File: src/hdl/assert_macros.svh
// Assertion macros shared by the tilt angle RTL; they sample on clk and hold off during rst.
`ifndef ASSERT_MACROS_SVH
`define ASSERT_MACROS_SVH
`ifndef SYNTH
// Condition and consequence in the same cycle.
`define AT_ASSERT_NOW(lbl, cond, prop) \
  lbl: assert property (@(posedge clk) disable iff (rst) (cond) |-> (prop)) \
    else $error("assertion failed");
// Consequence in the cycle after the condition.
`define AT_ASSERT_NEXT(lbl, cond, prop) \
  lbl: assert property (@(posedge clk) disable iff (rst) (cond) |=> (prop)) \
    else $error("assertion failed");
`else
`define AT_ASSERT_NOW(lbl, cond, prop)
`define AT_ASSERT_NEXT(lbl, cond, prop)
`endif
`endif

File: src/hdl/atilt_pkg.sv
// Types, constants and step functions for the tilt angle pipeline.
package atilt_pkg;

  localparam int SQRT_STEPS   = 32;
  localparam int CORDIC_STEPS = 31;
  localparam int MAG_W        = 30;
  localparam int VEC_W        = 34;
  localparam logic [30:0] QUARTER_TURN = 31'h4000_0000;

  // Sideband that travels with each angle lane.
  typedef struct packed {
    logic zero_num;
    logic zero_den;
    logic neg;
  } atilt_flags_t;

  typedef struct packed {
    logic [63:0] v;
    logic [63:0] res;
  } sqrt_st_t;

  // atan(2^-i), 2^32 units per full turn
  localparam logic [31:0] ATAN_TAB [0:CORDIC_STEPS-1] = '{
    32'h20000000, 32'h12E4051E, 32'h09FB385B, 32'h051111D4, 32'h028B0D43,
    32'h0145D7E1, 32'h00A2F61E, 32'h00517C55, 32'h0028BE53, 32'h00145F2F,
    32'h000A2F98, 32'h000517CC, 32'h00028BE6, 32'h000145F3, 32'h0000A2FA,
    32'h0000517D, 32'h000028BE, 32'h0000145F, 32'h00000A30, 32'h00000518,
    32'h0000028C, 32'h00000146, 32'h000000A3, 32'h00000051, 32'h00000029,
    32'h00000014, 32'h0000000A, 32'h00000005, 32'h00000003, 32'h00000001,
    32'h00000001
  };

  // One digit of the restoring integer square root.
  function automatic sqrt_st_t sqrt_step(sqrt_st_t s, int idx);
    logic [63:0] bitv;
    logic [63:0] sum;
    sqrt_st_t    o;
    bitv = 64'd1 << (62 - 2 * idx);
    sum  = s.res + bitv;
    if (s.v >= sum) begin
      o.v   = s.v - sum;
      o.res = (s.res >> 1) + bitv;
    end else begin
      o.v   = s.v;
      o.res = s.res >> 1;
    end
    return o;
  endfunction

endpackage

File: src/hdl/atilt_norm.sv
// Squared-magnitude sums, zero flags and power-of-four normalization for one lane.
module atilt_norm (
  input  logic                   clk,
  input  logic                   rst,
  input  logic                   en,
  input  logic                   in_valid,
  input  logic [30:0]            num_a,
  input  logic [30:0]            num_b,
  input  logic [30:0]            den_a,
  input  logic [30:0]            den_b,
  input  logic                   neg_in,
  output logic                   out_valid,
  output logic [59:0]            nsq_norm,
  output logic [59:0]            dsq_norm,
  output atilt_pkg::atilt_flags_t flags_out
);
  import atilt_pkg::*;

  logic [31:0]  nsq, dsq, nsq_b, dsq_b;
  logic         va, vb;
  atilt_flags_t fa, fb;
  logic [31:0]  mx;
  logic [4:0]   pos;
  logic [4:0]   k;
  logic [4:0]   k_next;

  // stage a: sums and flags
  always_ff @(posedge clk) begin
    if (rst) begin
      va <= 1'b0;
    end else if (en) begin
      va <= in_valid;
    end
    if (en) begin
      nsq         <= 32'(num_a) + 32'(num_b);
      dsq         <= 32'(den_a) + 32'(den_b);
      fa.neg      <= neg_in;
      fa.zero_num <= (num_a == '0) && (num_b == '0);
      fa.zero_den <= (den_a == '0) && (den_b == '0);
    end
  end

  // leading one of the larger square, then shift count so it lands at bit 58 or 59
  always_comb begin
    mx  = (nsq > dsq) ? nsq : dsq;
    pos = '0;
    for (int b = 0; b < 32; b++) begin
      if (mx[b]) pos = 5'(b);
    end
    k_next = 5'((7'd59 - 7'(pos)) >> 1);
  end

  // stage b: shift count
  always_ff @(posedge clk) begin
    if (rst) begin
      vb <= 1'b0;
    end else if (en) begin
      vb <= va;
    end
    if (en) begin
      nsq_b <= nsq;
      dsq_b <= dsq;
      fb    <= fa;
      k     <= k_next;
    end
  end

  // stage c: shifted squares
  always_ff @(posedge clk) begin
    if (rst) begin
      out_valid <= 1'b0;
    end else if (en) begin
      out_valid <= vb;
    end
    if (en) begin
      nsq_norm  <= 60'(nsq_b) << {k, 1'b0};
      dsq_norm  <= 60'(dsq_b) << {k, 1'b0};
      flags_out <= fb;
    end
  end

endmodule

File: config.mk
export PLATFORM = sky130hd
export DESIGN_NAME = atilt_norm
export DESIGN_NICKNAME = d
export VERILOG_FILES = /design/src/hdl/assert_macros.svh /design/src/hdl/atilt_pkg.sv /design/src/hdl/atilt_norm.sv
export SDC_FILE = /design/constraint.sdc
export NUM_CORES = 1
export LEC_CHECK = 0
export ABC_AREA = 1
export BUFFER_PORTS_ARGS = -buffer_cell sky130_fd_sc_hd__clkbuf_2
export CAP_MARGIN = 15
export CORE_UTILIZATION = 40
export DETAILED_ROUTE_END_ITERATION = 6
export GPL_ROUTABILITY_DRIVEN = 0
export GPL_TIMING_DRIVEN = 1
export SYNTH_ARGS = -nofsm -noshare
export SYNTH_HDL_FRONTEND = slang
export SYNTH_SLANG_ARGS = --single-unit
File: constraint.sdc
create_clock -name clk -period 2.85 [get_ports clk]
set_input_delay 0.7125 -clock clk [delete_from_list [all_inputs] [get_ports clk]]
set_output_delay 0.7125 -clock clk [all_outputs]
set_load 0.01 [all_outputs]
# Yosys cells after proc, flatten, opt, wreduce, memory -nomap -nowiden

Index checks and enable logic that the tools add are counted.
W data, S select, Z words.

Register bits after elaboration: 265
Input bits: 129
Word-level logic and storage cells: 63

$add $sub $neg: 3
$lt $le $gt $ge: 1
Shift operators: 2
Muxes and demuxes: 32
Reductions and logical operators: 6

Operators by type and width:

| operator              | number |
|---|---|
| $mux W5               | 30 |
| $logic_not A31 Y1     | 4 |
| $shl A32 B6 Y60       | 2 |
| $add A31 B31 Y32      | 2 |
| $gt A32 B32 Y1        | 1 |
| $mux W32              | 1 |
| $sub A6 B5 Y6 const A | 1 |
| $logic_and A1 B1 Y1   | 2 |
| $mux W1               | 1 |

# Depth between registers and ports, before layout

Depth after elaboration: 34
Depth in mapped cells: 27
Gate-level depth less buffers: 27

# Worst setup path before layout

No wires, ideal clock.

Kind: input port to flip-flop
Start: input port num_a[0]
End: register nsq[26], data pin
Setup time: 0.259 ns
Data arrival time: 2.520 ns
Data required time: 2.591 ns
Setup slack: 0.071 ns
Stages on the path: 15
Buffers on the path: 0
Cell sequence: ha_1 > inv_1 > fa_1 > nor3_2 > nor2_2 > o21ai_2 > a31oi_2 > o21ai_4 > a21boi_2 > nor2_2 > nand2_1 > nand2_1 > nand2_1 > nand2_1 > xor2_1

Word-level cells in the longest chain between the ends: 1

Ends and longest elaborated chain:

| item                 | line             | RTL |
|---|---|---|
| from (decl)          | atilt_norm.sv:7  | `input logic [30:0] num_a,` |
| $add A31 B31 Y32     | atilt_norm.sv:35 | `nsq <= 32'(num_a) + 32'(num_b);` |
| to (signal assigned) | atilt_norm.sv:35 |  |
| to (decl)            | atilt_norm.sv:19 | `logic [31:0] nsq, dsq, nsq_b, dsq_b;` |

Every way passes these cells.
A chain may end at the register's enable or synchronous reset.

# Final worst setup path

Start: register nsq[22]
End: register k[3], data pin

Word-level cells in the longest chain between the ends: 34

Ends and longest elaborated chain:

| item                  | line             | RTL |
|---|---|---|
| $gt A32 B32 Y1        | atilt_norm.sv:45 | `mx = (nsq > dsq) ? nsq : dsq;` |
| $mux W32 *            | atilt_norm.sv:45 |  |
| $mux W1               | atilt_norm.sv:48 | `if (mx[b]) pos = 5'(b);` |
| $mux W5 (29 in a row) | atilt_norm.sv:48 |  |
| $mux W5 *             | atilt_norm.sv:48 |  |
| $sub A6 B5 Y6 *       | atilt_norm.sv:50 | `k_next = 5'((7'd59 - 7'(pos)) >> 1);` |
| via k_next[3]         | atilt_norm.sv:25 | `logic [4:0] k_next;` |
| to (signal assigned)  | atilt_norm.sv:64 | `k <= k_next;` |
| to (decl)             | atilt_norm.sv:24 | `logic [4:0] k;` |

The timed path passes the listed nets; every way through them passes the cells marked *.

==> impl_metrics.csv <==
group,metric,value,unit
worst_setup_path,worstPathRequired,3150,ps
die,core-area,39100,µm²
power_and_ir_drop,total_leakage_power,9.03,nW
synthesis,synth_cell_type_count,50,
grt,grt_max_degree,81,
die,dieWidth,202,µm
grt,grt_use_met3,2.60,%
worst_setup_path,setup.worst_path.start_class,"flip-flop",
run_status,violations,"negative setup slack",
clocking,path_clk_slew,70,ps
clocking,clk_path_buf_depth,3,
cells_and_area,area_delta_synth_final,26.7,%
clocking,numCtsBuffers,28,
synthesis,yosys.area_share.simple,19.5,%
power_and_ir_drop,power_density,683,nW/µm²
die,start_util,41.0,%
drt,wl_per_cell,17.3,µm
drt,route.antenna.remaining_nets,0,
flow_run,cap_violations,0,
grt,grt_pass1_vias,13400,
placement,place_area,18700,µm²
placement,place_worst_setup_slack,-147,ps
clocking,cts_sinks,265,
synthesis,synth_mux_area_share,0.375,%
timing,min_period,3040,ps
synthesis,synthCells,1788,
grt,grt_pass1_wl,70800,µm
drt,vias,14200,
drt,dr.pass1.iters,5,
die,ios,253,
synthesis,yosysSeqAreaShare,49.5,%
synthesis,synth_warnings,0,
timing,fin_crit_sh,107,%
timing,hold_violations,0,
clocking,clockRootBuffer,"clkbuf_16",
drt,drt-total-wl,46400,µm
timing,worstMarginPinSlew,1100,ps
worst_setup_path,path_class,"flip-flop to flip-flop",
synthesis,ys_ff_latch,265,
clocking,h-tree-depth,1,
synthesis,synth_nets,2014,
timing,drv_slew,0,
synthesis,synth-compound-area-share,14.4,%
synthesis,async_reset_ff_share,0,%
grt,grt_usage,21.9,%
drt,drc_errors,0,
die,die_h,202,µm
cells_and_area,num_antenna_cells,0,
clocking,worstSkewPairLatency,550,ps
grt,antenna_found_initial,0,
clocking,tritoncts,"yes",
grt,globalRouteMet1Util,28.4,%
worst_setup_path,reg2reg_slack,-190,ps
timing,fin_skew,18.6,ps
synthesis,synthAdderAreaFrac,7.67,%
timing,fin_hold_ws,339,ps
min_path,hold_class,"primary input to flip-flop",
timing,grt_setup_unrepaired,"yes",
timing,setup_viol_count_final,2,
placement,port_buffers,252,
synthesis,synth_xor_area_share,3.22,%
synthesis,synth_edf_count,262,
synthesis,ys.flop_type,"edfxtp_1",
cells_and_area,final_nets,2374,
synthesis,syn_area_per_cell,8.96,µm²
die,num_rows,72,
drt,via_per_inst,5.27,
grt,use_met2,36.8,%
worst_setup_path,endpoint_kind,"flip-flop",
cells_and_area,utilization,52.0,%
grt,grt.busiest_layer,"met2",
timing,slew_headroom,26.3,%
die,dieArea,40900,µm²
cells_and_area,drive_gt1_share,25.8,%
worst_setup_path,worstPathArrival,3340,ps
run_status,status,"complete, but fails checks",
drt,drtIter0Drc,1014,
placement,placedCellCount,2613,
cells_and_area,stdcell_area,20300,µm²
power_and_ir_drop,peakVddDrop,411,µV
placement,dpl.hpwl,36000,µm
cells_and_area,final_cells,2687,
timing,fmax,329,MHz
timing,fin_ws,-186,ps
worst_setup_path,path_max_fanout,8,
grt,grt_overflow_total,0,
synthesis,synth_area,16000,µm²
synthesis,synth_top_family_by_area,"simple AND/OR/NAND/NOR gates",
==> placed cells by master (no fill, tap or decap), types with 7 or more instances in the layout <==
master     synthesis  layout
nand4_1           17      17
o21ai_0          149     148
a31oi_1           12      12
o22ai_1           24      24
o221ai_1          25      25
a21oi_1           77      73
buf_12             0       9
buf_4              0     139
nor2_1           144     144
nand3_2            0       7
o32ai_1           12      12
nand3_1           48      41
inv_1            152     132
ha_4               0      13
nand2_1          495     482
clkbuf_16          0      29
ha_1              95      82
xnor2_1           23      23
inv_2              2      21
nor4_1            31      31
nor3_1             9       9
o31ai_4            0       8
a21o_1             7       7
a21oi_2            5       8
clkbuf_2           0     251
xor2_1            36      36
o21ai_2            8      10
nand2_2            2      13
edfxtp_1         262     262
o21ai_1            8       7
==> timing repair <==
action	CTS	global route
cloned	1	0
resized for setup	34	49
setup buffers	7	15
setup endpoints to repair	2	3
hold buffers	0	0
pin swaps	16	32
==> logic make-up (layout without fill, tap and decap cells) <==
| group | after synthesis | in the layout |
|---|---|---|
| buffers and inverters | 229 | 609 |
| muxes | 6 | 6 |
| AOI/OAI and AO/OA | 370 | 370 |
| adders and majority gates | 97 | 97 |
| DFF | 265 | 265 |
| and+or+nand+nor | 762 | 763 |
| xor gates and xnor gates | 59 | 59 |
==> report_power, final <==
group	switching, mW	leakage, nW	total, mW	internal (mW)
registers	0.322	2.63	5.36	5.04
logic	2.83	5.93	4.59	1.77
clock network	1.51	0.473	3.92	2.41
total	4.66	9.03	13.9	9.21
==> metal layers <==
metal	vias to the layer above	wire length (µm)
met3	104	2920
met2	594	21900
met4	0	1910
met5	-	0
li1	6949	-
met1	6523	19700
==> worst paths after layout <==
check	start	end	cells past startpoint
min reg2reg	fb[0]	flags_out[0]	0
max reg2reg	nsq[22]	k[3]	17
min	neg_in	fa[0]	1
max	nsq[22]	k[3]	17
==> layout make-up <==
type                            count  area (µm²)
Tap cell                          518         648
Clock buffer                       32         737
Clock inverter                     19         268
Multi-Input combinational cell   1295        7630
Timing Repair Buffer              402        2520
Inverter                          156         588
Fill cell                        3632       18800
Sequential cell                   265        7930
==> sequential cells by signal, indices dropped and copies added (netlist names) <==
register	count
nsq_b	32
k	5
out_valid	1
flags_out	3
dsq	32
fa	3
nsq_norm	60
dsq_norm	60
dsq_b	32
nsq	32
fb	3
vb	1
va	1
==> metrics by stage <==
stage	setup TNS (ps)	total power, mW
finish	-329	13.9
global route	-700	14.6
CTS	0	13.7
detailed placement	-2000	9.60
global placement	-882	9.53
floorplan	0	7.80
==> cell usage after synthesis (all sizes together), types with 13 or more instances <==
master	number	share of area [%]
buf	16	0.48
o22ai	26	1.1
nand2	498	12
o21ai	166	5.4
xor2	36	2.0
ha	95	7.4
nor4	31	1.2
inv	154	3.6
xnor2	23	1.3
edfxtp	262	49
nand4	18	0.74
a21oi	82	2.7
o221ai	25	1.4
clkbuf	57	1.3
nor2	151	3.6
nand3	48	1.5
a31oi	13	0.55
==> worst max-delay path: stages, from the launching register on <==
cell      delay [ps]
edfxtp_1         430
ha_1             350
nand2_2           80
nor2_4           120
nand4_1          130
nor2_4           180
nand2_2           90
nand2_4          130
nand2_8          110
o31ai_4          270
nand2_1          150
a21oi_2          140
nor2_1            60
nor2_1            80
nor2_1            60
o21ai_2          170
ha_4             150
xnor2_1           70
Note: power is estimated with default switching activity, not from simulation.
